==> src/hdl/csvfs_pkg.sv <==
`timescale 1ns / 1ps
`default_nettype none
// ----------------------------------------------------------------------------
// csvfs_pkg
// Shared types and constants for the CSV field splitter: byte codes, result
// kinds and the result record passed between the parser and the output
// buffer.
// ----------------------------------------------------------------------------
package csvfs_pkg;

  localparam logic [7:0] QUOTE_BYTE = 8'h22;
  localparam logic [7:0] CR_BYTE    = 8'h0D;
  localparam logic [7:0] LF_BYTE    = 8'h0A;
  localparam logic [7:0] NUL_BYTE   = 8'h00;
  localparam logic [7:0] DELIM_RESET = 8'd44;

  typedef enum logic [1:0] {
    KIND_CHAR   = 2'd0,
    KIND_FIELD  = 2'd1,
    KIND_RECORD = 2'd2
  } kind_t;

  typedef struct packed {
    kind_t      kind;
    logic [7:0] ch;
    logic       last;
  } result_t;

  // Results of one byte: count 0..2, first result in res0
  typedef struct packed {
    logic [1:0] cnt;
    result_t    res0;
    result_t    res1;
  } decode_t;

endpackage
`default_nettype wire

==> src/hdl/csvfs_parser.sv <==
`timescale 1ns / 1ps
`default_nettype none
// ----------------------------------------------------------------------------
// csvfs_parser
// Per-line quoting state and the byte decoder. Decodes the registered byte
// against the current state and commits the next state on advance.
// ----------------------------------------------------------------------------
module csvfs_parser (
  input  wire logic             clk,
  input  wire logic             rst,
  input  wire logic             advance,
  input  wire logic [7:0]       ch,
  input  wire logic             line_end,
  input  wire logic [7:0]       delim,
  output csvfs_pkg::decode_t    dec
);
  import csvfs_pkg::*;

  logic inside_quotes, quote_pending, field_nonempty, record_closed;
  logic inside_quotes_next, quote_pending_next, field_nonempty_next;
  logic record_closed_next;

  // Decode one byte into up to two results and the next state
  always_comb begin
    logic    consumed;
    logic    has_a;
    logic    has_b;
    result_t res_a;
    result_t res_end;

    inside_quotes_next  = inside_quotes;
    quote_pending_next  = quote_pending;
    field_nonempty_next = field_nonempty;
    record_closed_next  = record_closed;
    consumed = 1'b0;
    has_a    = 1'b0;
    has_b    = 1'b0;
    res_a    = '{kind: KIND_CHAR, ch: 8'd0, last: 1'b0};
    res_end  = '{kind: KIND_RECORD, ch: 8'd0, last: 1'b1};

    if (!record_closed) begin
      // Resolve a held quote first
      if (quote_pending) begin
        quote_pending_next = 1'b0;
        if (ch == QUOTE_BYTE) begin
          has_a = 1'b1;
          res_a = '{kind: KIND_CHAR, ch: QUOTE_BYTE, last: 1'b0};
          field_nonempty_next = 1'b1;
          consumed = 1'b1;
        end else begin
          inside_quotes_next = 1'b0;
        end
      end
      if (!consumed) begin
        priority if (ch == NUL_BYTE) begin
          has_a = 1'b1;
          res_a = '{kind: KIND_RECORD, ch: 8'd0, last: 1'b0};
          record_closed_next = 1'b1;
        end else if (!inside_quotes_next && !field_nonempty_next && ch == QUOTE_BYTE) begin
          inside_quotes_next = 1'b1;
        end else if (inside_quotes_next && ch == QUOTE_BYTE) begin
          quote_pending_next = 1'b1;
        end else if (!inside_quotes_next && ch == delim) begin
          has_a = 1'b1;
          res_a = '{kind: KIND_FIELD, ch: 8'd0, last: 1'b0};
          field_nonempty_next = 1'b0;
        end else if (!inside_quotes_next && (ch == CR_BYTE || ch == LF_BYTE)) begin
          has_a = 1'b1;
          res_a = '{kind: KIND_RECORD, ch: 8'd0, last: 1'b0};
          record_closed_next = 1'b1;
        end else begin
          has_a = 1'b1;
          res_a = '{kind: KIND_CHAR, ch: ch, last: 1'b0};
          field_nonempty_next = 1'b1;
        end
      end
      // Close the record on the line's last byte
      if (line_end && !record_closed_next) begin
        has_b = 1'b1;
        record_closed_next = 1'b1;
      end
    end

    // Drop all line state after the last byte
    if (line_end) begin
      inside_quotes_next  = 1'b0;
      quote_pending_next  = 1'b0;
      field_nonempty_next = 1'b0;
      record_closed_next  = 1'b0;
    end

    // Pack results in order; mark the final one
    dec.cnt = {1'b0, has_a} + {1'b0, has_b};
    if (has_a) begin
      dec.res0      = res_a;
      dec.res0.last = !has_b;
      dec.res1      = res_end;
    end else begin
      dec.res0 = res_end;
      dec.res1 = res_end;
    end
  end

  // Commit line state when the byte moves on
  always_ff @(posedge clk) begin
    if (rst) begin
      inside_quotes  <= 1'b0;
      quote_pending  <= 1'b0;
      field_nonempty <= 1'b0;
      record_closed  <= 1'b0;
    end else if (advance) begin
      inside_quotes  <= inside_quotes_next;
      quote_pending  <= quote_pending_next;
      field_nonempty <= field_nonempty_next;
      record_closed  <= record_closed_next;
    end
  end

endmodule
`default_nettype wire

==> src/hdl/csvfs_result_buf.sv <==
`timescale 1ns / 1ps
`default_nettype none
// ----------------------------------------------------------------------------
// csvfs_result_buf
// Two-entry result register. Loads all results of one byte at once and
// hands them out one transfer at a time, head first.
// ----------------------------------------------------------------------------
module csvfs_result_buf (
  input  wire logic              clk,
  input  wire logic              rst,
  input  wire logic              load,
  input  csvfs_pkg::decode_t     dec,
  input  wire logic              take,
  output logic [1:0]             cnt,
  output csvfs_pkg::result_t     head
);
  import csvfs_pkg::*;

  result_t slot0, slot1;

  assign head = slot0;

  // Load a new group, or shift up after a transfer
  always_ff @(posedge clk) begin
    if (rst) begin
      cnt <= 2'd0;
    end else if (load) begin
      cnt <= dec.cnt;
    end else if (take) begin
      cnt <= cnt - 2'd1;
    end
  end

  always_ff @(posedge clk) begin
    if (load) begin
      slot0 <= dec.res0;
      slot1 <= dec.res1;
    end else if (take) begin
      slot0 <= slot1;
    end
  end

endmodule
`default_nettype wire

==> src/hdl/csv_field_splitter_unit.sv <==
`timescale 1ns / 1ps
`default_nettype none
// ----------------------------------------------------------------------------
// csv_field_splitter_unit
// Splits a line of delimited text into field characters, field ends and a
// record end, with quoted fields and doubled-quote escapes.
// ----------------------------------------------------------------------------
//  channel  | handshake            | payload
//  ---------+----------------------+-------------------------------
//  in       | in_valid / in_stall  | char_in, line_end
//  out      | out_valid / out_stall| kind, char_out, run_last
//  cfg      | cfg_valid / cfg_ready| delimiter_char
//
// A byte is registered on transfer, decoded in the next cycle and its zero,
// one or two results loaded into the result register together. One byte
// per cycle while each gives at most one result and out_stall is low; after
// a byte with two results, the next byte that has results waits in the
// input register until one of them has left. Reset clears line state and
// sets the delimiter to a comma; output stall backs up into in_stall.
// ----------------------------------------------------------------------------
module csv_field_splitter_unit (
  input  wire logic       clk,
  input  wire logic       rst,
  input  wire logic       in_valid,
  output logic            in_stall,
  input  wire logic [7:0] char_in,
  input  wire logic       line_end,
  output logic            out_valid,
  input  wire logic       out_stall,
  output logic [1:0]      kind,
  output logic [7:0]      char_out,
  output logic            run_last,
  input  wire logic       cfg_valid,
  output logic            cfg_ready,
  input  wire logic [7:0] delimiter_char
);
  import csvfs_pkg::*;

  logic       item_valid;
  logic [7:0] item_ch;
  logic       item_end;
  logic [7:0] delim;
  logic       advance;
  logic       take;
  logic [1:0] buf_cnt;
  decode_t    dec;
  result_t    head;

  assign cfg_ready = 1'b1;

  // Hold the delimiter register
  always_ff @(posedge clk) begin
    if (rst) begin
      delim <= DELIM_RESET;
    end else if (cfg_valid && cfg_ready) begin
      delim <= delimiter_char;
    end
  end

  // Advance the byte when its results fit behind what leaves this cycle
  assign take    = out_valid && !out_stall;
  assign advance = item_valid &&
                   (dec.cnt == 2'd0 || buf_cnt == 2'd0 || (buf_cnt == 2'd1 && take));
  assign in_stall = item_valid && !advance;

  // Input register
  always_ff @(posedge clk) begin
    if (rst) begin
      item_valid <= 1'b0;
    end else if (!in_stall) begin
      item_valid <= in_valid;
    end
  end

  always_ff @(posedge clk) begin
    if (!in_stall && in_valid) begin
      item_ch  <= char_in;
      item_end <= line_end;
    end
  end

  csvfs_parser u_parser (
    .clk      (clk),
    .rst      (rst),
    .advance  (advance),
    .ch       (item_ch),
    .line_end (item_end),
    .delim    (delim),
    .dec      (dec)
  );

  csvfs_result_buf u_result_buf (
    .clk  (clk),
    .rst  (rst),
    .load (advance && dec.cnt != 2'd0),
    .dec  (dec),
    .take (take),
    .cnt  (buf_cnt),
    .head (head)
  );

  // Drive the output ports from the head entry
  assign out_valid = buf_cnt != 2'd0;
  assign kind      = head.kind;
  assign char_out  = head.ch;
  assign run_last  = head.last;

endmodule
`default_nettype wire

==> config.mk <==
export PLATFORM = sky130hd
export DESIGN_NAME = csv_field_splitter_unit
export DESIGN_NICKNAME = d
export VERILOG_FILES = /design/src/hdl/csvfs_pkg.sv /design/src/hdl/csvfs_parser.sv /design/src/hdl/csvfs_result_buf.sv /design/src/hdl/csv_field_splitter_unit.sv
export SDC_FILE = /design/constraint.sdc
export NUM_CORES = 1
export LEC_CHECK = 0
export BUFFER_PORTS_ARGS = -buffer_cell sky130_fd_sc_hd__buf_2
export CAP_MARGIN = 20
export CELL_PAD_IN_SITES_DETAIL_PLACEMENT = 1
export CELL_PAD_IN_SITES_GLOBAL_PLACEMENT = 2
export CORE_MARGIN = 3
export CORE_UTILIZATION = 38
export DETAILED_ROUTE_END_ITERATION = 8
export GPL_TIMING_DRIVEN = 0
export PLACE_DENSITY = 0.8
export SETUP_SLACK_MARGIN = 0.3
export SLEW_MARGIN = 10
export SYNTH_ARGS = -nofsm -noshare
export SYNTH_HDL_FRONTEND = slang
export SYNTH_HIERARCHICAL = 1
export SYNTH_SLANG_ARGS = --single-unit
==> constraint.sdc <==
create_clock -name clk -period 4.4 [get_ports clk]
set_input_delay 0.22 -clock clk [delete_from_list [all_inputs] [get_ports clk]]
set_output_delay 0.22 -clock clk [all_outputs]
set_load 0.005 [all_outputs]
* Word level (Yosys, flattened, before mapping)
Cells that the tools add are included.
** Operators by class
- Add/sub/neg operators :: 2
- Reductions and logical operators :: 29
- Equal/unequal tests :: 6
- Mux-type cells :: 59
** Operator list (count)
- two-way mux 11 bit :: 10
- two-way mux 1 bit :: 45
- two-way mux 22 bit :: 1
- == test 8 x 4 -> 1 bit (second input constant) :: 2
- logical AND 1 bit :: 12
- == test 8 x 6 -> 1 bit (second input constant) :: 1
- == test 8 bit :: 1
- zero test 8 bit :: 1
- zero test 1 bit :: 7
- two-way mux 7 bit :: 1
- nonzero test 2 bit :: 3
- zero test 2 bit :: 2
- two-way mux 2 bit :: 2
- logical OR 1 bit :: 3
- adder 1 x 1 -> 2 bit :: 1
- == test 2 x 1 -> 1 bit (second input constant) :: 1
- inequality test 2 bit (second input constant) :: 1
- AND reduction 2 bit :: 1
- subtractor 2 x 1 -> 2 bit (second input constant) :: 1
** Word-level totals
- Register bits :: 46
- Word-level logic and storage cells :: 111
- Output and inout port bits :: 14
- Input port bits :: 22

* Longest topological paths before layout
Gate-level depths: netlist (run 1).
- Depth in word-level cells :: 26
- Mapped depth :: 12
- Depth with buffers taken out :: 11

* Hierarchy
Netlist (run 1), hierarchy kept.
** By module, submodules not included
- csvfs_result_buf :: cells an instance 47, area each 959.7 µm², times used 1, sequential area each 700.7 µm²
- csvfs_parser :: cells an instance 93, area each 690.7 µm², times used 1, sequential area each 80.1 µm²
- csv_field_splitter_unit :: cells an instance 50, area each 680.7 µm², times used 1, sequential area each 450.4 µm²

* Least setup slack after synthesis (run 1)
No wires, ideal clock.
- Path kind :: register -> register
- From :: register item_ch[4]
- To :: register u_result_buf.slot0, in the netlist u_result_buf/head[0], enable pin
- Cell stages (with the launch flop) :: 12
- Slack :: 0.435 ns
- Setup time :: 0.346 ns
- Arrival :: 3.619 ns
- Clock period less this slack :: 3.965 ns
- Cells stage by stage :: edfxtp_1 or3_1 nor2_1 nand4_1 o21a_1 and3_1 ha_1 o21ai_1 a211oi_1 buf_6 buf_8 or2_1
** RTL lines
- from (decl) :: line csv_field_splitter_unit.sv:40 : logic [7:0] item_ch;
- from (signal assigned) :: line csv_field_splitter_unit.sv:77 : item_ch <= char_in;
- to (signal assigned) :: line csvfs_result_buf.sv:36 : slot0 <= dec.res0;
- to (signal assigned) :: line csvfs_result_buf.sv:39 : slot0 <= slot1;
- to (decl) :: line csvfs_result_buf.sv:19 : result_t slot0, slot1;

==> impl_results.md, run 1 <==
- CTS tree: built
- Seq/Total Area, Yosys: 52.82%
- Die H: 84.32 µm
- Reg2reg end: u_result_buf/head[7]$_DFFE_PP_
- Share of cells above drive strength 1: between 30 and 40%
- CP Class: reg -> reg
- Crit share post-route: 81.66%
- Worst EP arrival: 3.53 ns
- Synth area leaders: edfxtp_1, dfxtp_1, mux2_4
- CTS root buf: clkbuf_8
- # resized after CTS: 0
- Vias in the first global route: 1550
- Hold-fix buffers, CTS: 0
- R2R depth: 11
- Clk_lat worst skew: 0.29 ns
- Routed Antenna Nets: 0
- DIE AREA: approximately 0.0071 mm²
- Buffers inserted by post-CTS timing repair: 0
- Worst setup SP type: flip-flop
- Min-delay src: char_in[7]
- Final WL: between 4000 and 5000 µm
- Comb power frac: 16.4%
- Width of the die: 84.32 µm
- First-pass GRT wire length: about 7400 µm
- Worst Hold Endpoint: item_ch[7]$_DFFE_PP_
- Psw: approximately 240 µW
- Max-Cap Viols: 0
- Drt drc: 0
- IO Pins: 36
- Synth Instances: 190
- Vias/cell: approximately 4.9
- Largest net degree at the start of global routing: 14
- Yosys top cell area share: 39.94%
- DR iter-0 viols: 63
- Post-synth top area cell: edfxtp_1
- Max Transition Viols Final: 0
- Total gr overflow: 0
- Core area: 0.005709 mm²
- Skew final: about 0.012 ns
- Pint: 768.7 µW
- Worst-path fanout max: 11
- Synthesis-to-finish area growth: 17.71%
- Initial core utilization: 40.83%
- Worst-path clk slew: 0.09 ns
- Post-synth top cells: edfxtp_1, dfxtp_1, buf_4, nor2_1, nand2_1
- Worst R2R Start: item_ch[4]$_DFFE_PP_
- Synth cell types: 47
- Fin. Hold Viols: 0
- Fin util: between 40% and 50%
- Nets: 265
- Hold Path Class: in -> reg
- Leakage: roughly 0.0011 µW
- Multi-input gate area: approximately 970 µm²
- Power per cell area: 366.7 mW/mm²
- Vias: 1524
- Detailed Routing Iterations Pass 1: 4
- EDFF count, synth: 31
- H-tree levels: 2
- Async SR Flop Fraction: 0%
- Synth Area per Inst: 12.27 µm²
- WL/cell: around 14 µm
- Synth warn: 6
- Hold depth: 1
- Initial antenna violation count: 0
- Max frequency: around 0.28 GHz
- Synth Flop Type: edfxtp_1
- Most numerous cell in the Yosys netlist: edfxtp_1
- Pre-CTS WS: 0.8020 ns
- Clock share of power: 30.5%
- Max VDD drop: 0.0002294 V
- Global-route usage over all layers: 13.11%
- Port bufs: 34
- Nature of the critical path endpoint: flip-flop
- Final min period: 3.593 ns
- Flop pwr share: 53.1%
- FP Rows: 27
- Final setup violation count: 0
- Post-DP HPWL: around 3500 µm
- # fillers: between 600 and 700
- CTS buffer count: 5
- PnR worst setup slack: about 0.8 ns
- Reg area: 0.001231 mm²
- Synth Cell Area: 0.002331 mm²
- GP Congestion: 0.7788
- # diodes: 0
- Flops & latches, synth: 46
- Sw frac: 23.61%
- Sink Count: 46
- Max Root-Sink Buffers: 2
- RSZ-0062 raised after global routing: false
- CP required: roughly 4.3 ns
- Status: completed
- Worst reg-to-reg setup slack: 0.81 ns
## area by class of cell
type / count / area share, %
sequential: 46 / 44.87
multi-input combinational: 128 / 35.20
timing repair buffer: 35 / 6.475
buffer: 16 / 5.062
tap: 72 / 3.283
clock buffer: 7 / 2.782
inverter: 9 / 1.231
clock inverter: 1 / 1.094
## cells in the final DEF (no fill, tap or decap), types with 4 or more instances in the layout
master,instances
xnor2_1,8
buf_2,34
dfxtp_1,15
nor2_1,12
edfxtp_1,31
a21oi_1,4
nor2b_1,6
nand2b_1,4
clkbuf_8,5
nand2_1,10
buf_4,13
and2_1,7
mux2i_1,5
mux2_4,8
conb_1,12
inv_1,9
## state kept, by name, indices dropped and copies added (netlist names)
register,cells
u_parser/record_closed,1
item_valid,1
delim,8
u_result_buf/slot1,11
item_ch,8
u_result_buf/head,11
u_parser/field_nonempty,1
u_result_buf/cnt,2
u_parser/quote_pending,1
item_end,1
u_parser/inside_quotes,1
## metal layers
layer  share of wire (%)  GRT usage [%]  up-vias
li1                    -              -      764
met5                   0              0        -
met4                0.97          3.509        0
met3                 3.1          2.650        4
met2                  51          22.38       22
met1                  45          16.89      734
## through the flow
stage	cells	hold slack (ns)	TNS (ns)	total power [µW]	area [µm²]
finish	314	0.09661	0	1006	2744
global route	314	0.08620	0	1057	2744
CTS	314	0.08443	0	1022	2744
detailed placement	306	0.3990	0	712.5	2638
global placement	305	0.3976	-7.262	706.1	2625
floorplan	199	0.2879	0	653.9	2365
## critical path, stage by stage, from the launching register on
cell	delay (ns)
edfxtp_1	0.45
or3_1	0.48
nor2_1	0.22
nand4_1	0.18
o21a_1	0.24
and3_1	0.21
ha_1	0.31
o21ai_1	0.11
a211oi_2	0.29
buf_6	0.18
buf_8	0.16
or2_1	0.40
## how the worst max path moves through the flow
stage	start	end	cells after the start
global placement	item_ch[4]$_DFFE_PP_	u_result_buf/head[2]$_DFFE_PP_	11
floorplan	item_ch[4]$_DFFE_PP_	u_result_buf/head[0]$_DFFE_PP_	11
finish	item_ch[4]$_DFFE_PP_	u_result_buf/head[7]$_DFFE_PP_	11
global route	item_ch[4]$_DFFE_PP_	u_result_buf/head[4]$_DFFE_PP_	11
CTS	item_ch[4]$_DFFE_PP_	u_result_buf/head[7]$_DFFE_PP_	11
detailed placement	item_ch[4]$_DFFE_PP_	u_result_buf/head[2]$_DFFE_PP_	11
## kinds of logic after synthesis
family / synth area share (%)
adders and majority gates: 1.073
xor gates and xnor gates: 3.006
other: 0.4831
muxes: 8.750
and+or+nand+nor: 14.49
buffers and inverters: 7.407
AOI/OAI and AO/OA: 11.97
DFF: 52.82
## power groups by stage
stage | logic (µW) | registers, µW | clock network [µW]
finish | 165 | 534 | 307
detailed placement | 167 | 545 | 0
global placement | 162 | 544 | 0
floorplan | 113 | 541 | 0
CTS | 168 | 535 | 318
global route | 184 | 540 | 333
(Power assumes the default switching activity.)
==> run 2, diff against run 1 <==
- ABC_AREA: default -> 1
- CORE_UTILIZATION: 38 -> 34
- PLACE_DENSITY: 0.8 -> 0.81
- clock period: 4.4 -> 3.69 ns (I/O delays scaled with it)
==> run 2 against run 1 <==
  * Clock power up 46%
  * Sequential cell count stayed put
  * Critical path depth is 7 higher
  * Register-to-register slack worse by 0.14 ns
  * Clock skew fell by 0.0046 ns
  * First-iteration DRC count down 46%
  * Routed wire length grew 14%
  * Via count up 24%
  * Fmax up 19%
  * Largest cell class unchanged
==> impl_results.md, run 2 <==
- Nets: 369 (+39%)
- RSZ-0062 raised after global routing: false
- Final min period: 3.024 ns (-0.5695 ns)
- Port bufs: 33 (-2.9%)
- Synth cell types: 29 (-38%)
- Reg area: 0.001231 mm² (unchanged)
- Vias in the first global route: 1907 (+23%)
- Initial antenna violation count: 0 (unchanged)
- Post-synth top area cell: edfxtp_1
- Synth Area per Inst: 8.272 µm² (-33%)
- PnR worst setup slack: 0.6663 ns (-0.1405 ns)
- First-pass GRT wire length: 8721 µm (+18%)
- Final TNS setup: 0 ns (unchanged)
- CTS tree: built
- Leakage: 0.001352 µW (+23%)
- Worst setup SP type: flip-flop
- FP Rows: 30 (+11%)
- Die H: 90.43 µm (+7.2%)
- DR iter-0 viols: 34 (-46%)
- CTS buffer count: 5 (unchanged)
- Largest net degree at the start of global routing: 16 (+2)
- Fin. Hold Viols: 0 (unchanged)
- Max-Cap Viols: 0 (unchanged)
- Share of cells above drive strength 1: 26.01% (-6.6 points)
- Final setup violation count: 0 (unchanged)
- Leading cell type in the layout, fill and taps excluded: nand2_1
- Routed Antenna Nets: 0 (unchanged)
- Initial core utilization: 35.28% (-5.5 points)
- Final WL: 5058 µm (+14%)
- Most numerous cell in the Yosys netlist: nand2_1
- Post-synth top cells: nand2_1, nor2_1, inv_1
- Post-DP HPWL: 4019 µm (+15%)
- Max frequency: 0.3307 GHz (+19%)
- Vias: 1897 (+24%)
- Yosys top cell area share: 38.41% (-1.5 points)
- Design Power: 1256 µW (+25%)
- Pre-CTS WS: -0.1449 ns (-0.9469 ns)
- EDFF count, synth: 31 (unchanged)
- Worst EP arrival: 3.19 ns (-0.34 ns)
- Clk_lat worst skew: 0.30 ns (about the same)
- Sink Count: 46 (unchanged)
- CP Class: reg -> reg
- Core area: 0.006869 mm² (+20%)
- Skew final: 0.007189 ns (-0.004583 ns)
- Synth Cell Area: 0.002424 mm² (+4.0%)
- Detailed Routing Iterations Pass 1: 4 (unchanged)
- Async SR Flop Fraction: 0% (unchanged)
- Multi-input gate area: 938.4 µm² (-2.8%)
- WL/cell: 11.44 µm (-19%)
- Crit share post-route: 81.94% (+0.28 points)
- Synthesis-to-finish area growth: 20.44%
- Max Transition Viols Final: 0 (unchanged)
- Total gr overflow: 0 (unchanged)
- # fillers: 845 (+32%)
- Power per cell area: 430.1 mW/mm² (+17%)
- # diodes: 0 (unchanged)
- Placed cells: 431 (+41%)
- Drt drc: 0 (unchanged)
- Worst-path clk slew: 0.09 ns (about the same)
- Synth Instances: 293 (+54%)
- Hold Path Class: in -> reg
- DIE AREA: 0.008178 mm² (+15%)
- CTS root buf: clkbuf_8
- Nature of the critical path endpoint: flip-flop
- Worst-path fanout max: 15 (+4)
- GP Congestion: 0.7465 (-4.1%)
- Synth area leaders: edfxtp_1, nand2_1, dfxtp_1
- IO Pins: 36 (unchanged)
- H-tree levels: 2 (unchanged)
- Max Root-Sink Buffers: 2 (unchanged)
- Final std cells w/o fill: 442 (+41%)
- Worst hold slack: 0.05872 ns (-0.03789 ns)
- Synth warn: 6 (unchanged)
- CP required: 3.86 ns (-0.48 ns)
- Global-route usage over all layers: 13.04% (-0.065 points)
- Max VDD drop: 0.0001664 V (-27%)
- Vias/cell: 4.292 (-12%)
- Flops & latches, synth: 46 (unchanged)
- Seq/Total Area, Yosys: 50.80% (-2.0 points)
- Synth Flop Type: edfxtp_1
- Width of the die: 90.43 µm (+7.2%)
- Status: completed
- Commonest cells after routing, fill and taps aside: nand2_1, nor2_1, inv_1
-- run 2: what timing repair did --
item / in CTS / in global routing
pin swaps: 0 / 1
hold buffers: 0 / 0
endpoints found under the setup margin: 20 / 22
gates resized for setup: 2 / 2
buffers inserted: 1 / 2
cloned: 0 / 0
-- run 2: final cells by class --
type | instances | share of cell area (%)
Buffer | 18 | 4.844
Timing Repair Buffer | 36 | 6.429
Tap cell | 96 | 4.115
Clock buffer | 5 | 2.357
Multi-Input combinational cell | 196 | 32.15
Clock inverter | 3 | 2.357
Sequential cell | 46 | 42.18
Inverter | 42 | 5.572
-- run 2: worst paths after layout --
path                                                   endpoint  slack (ns)                  start  depth (start not counted)
worst min register to register            delim[5]$_SDFFE_PP1P_        0.50  delim[5]$_SDFFE_PP1P_                          2
worst max register to register  u_result_buf/head[10]$_DFFE_PP_        0.67   item_ch[0]$_DFFE_PP_                         18
worst min-delay path                       item_ch[6]$_DFFE_PP_        0.06             char_in[6]                          1
worst max-delay path            u_result_buf/head[10]$_DFFE_PP_        0.67   item_ch[0]$_DFFE_PP_                         18
-- run 2: cell families after synthesis --
family          count (synthesis)  share of synthesized area, %
flops                          46                         50.80
compound gates                 16                         4.027
xor+xnor                        6                         2.169
simple gates                  160                         29.12
other cells                     3                        0.4646
buf+inv                        60                         12.39
fa+ha+maj                       2                         1.032
-- run 2: worst max-delay path, cell delays in order, from the launching register on --
cell	delay, ns
edfxtp_1	0.45
inv_2	0.15
nand2_2	0.06
nor2_2	0.11
nand2_2	0.10
nor2_1	0.24
nand2_1	0.09
nand3_1	0.11
inv_2	0.07
ha_1	0.32
nor2_1	0.16
nor2_1	0.09
a21oi_2	0.19
nand2_1	0.11
clkinvlp_4	0.10
buf_4	0.22
buf_4	0.19
nand2_1	0.07
nand2_1	0.07
-- run 2: power by group --
group | internal (µW) | switching, µW | leakage (µW)
clock network | 271 | 177 | 0.0000683
registers | 601 | 20.8 | 0.000418
logic | 77.9 | 107 | 0.000865
-- run 2: routing by layer --
metal / vias up / wire (µm) / track usage, %
met5: - / 0 / 0
met4: 0 / 57 / 3.954
met3: 4 / 157 / 2.667
met2: 26 / 2355 / 21.53
met1: 872 / 2488 / 17.21
li1: 995 / - / -
-- run 2: per-stage QoR --
stage	util [%]	instance area (µm²)
2_1_floorplan	-	2457
3_3_place_gp	39.93	2743
3_5_place_dp	39.93	2743
4_1_cts	42.13	2894
5_1_grt	42.50	2919
6_report	42.50	2919
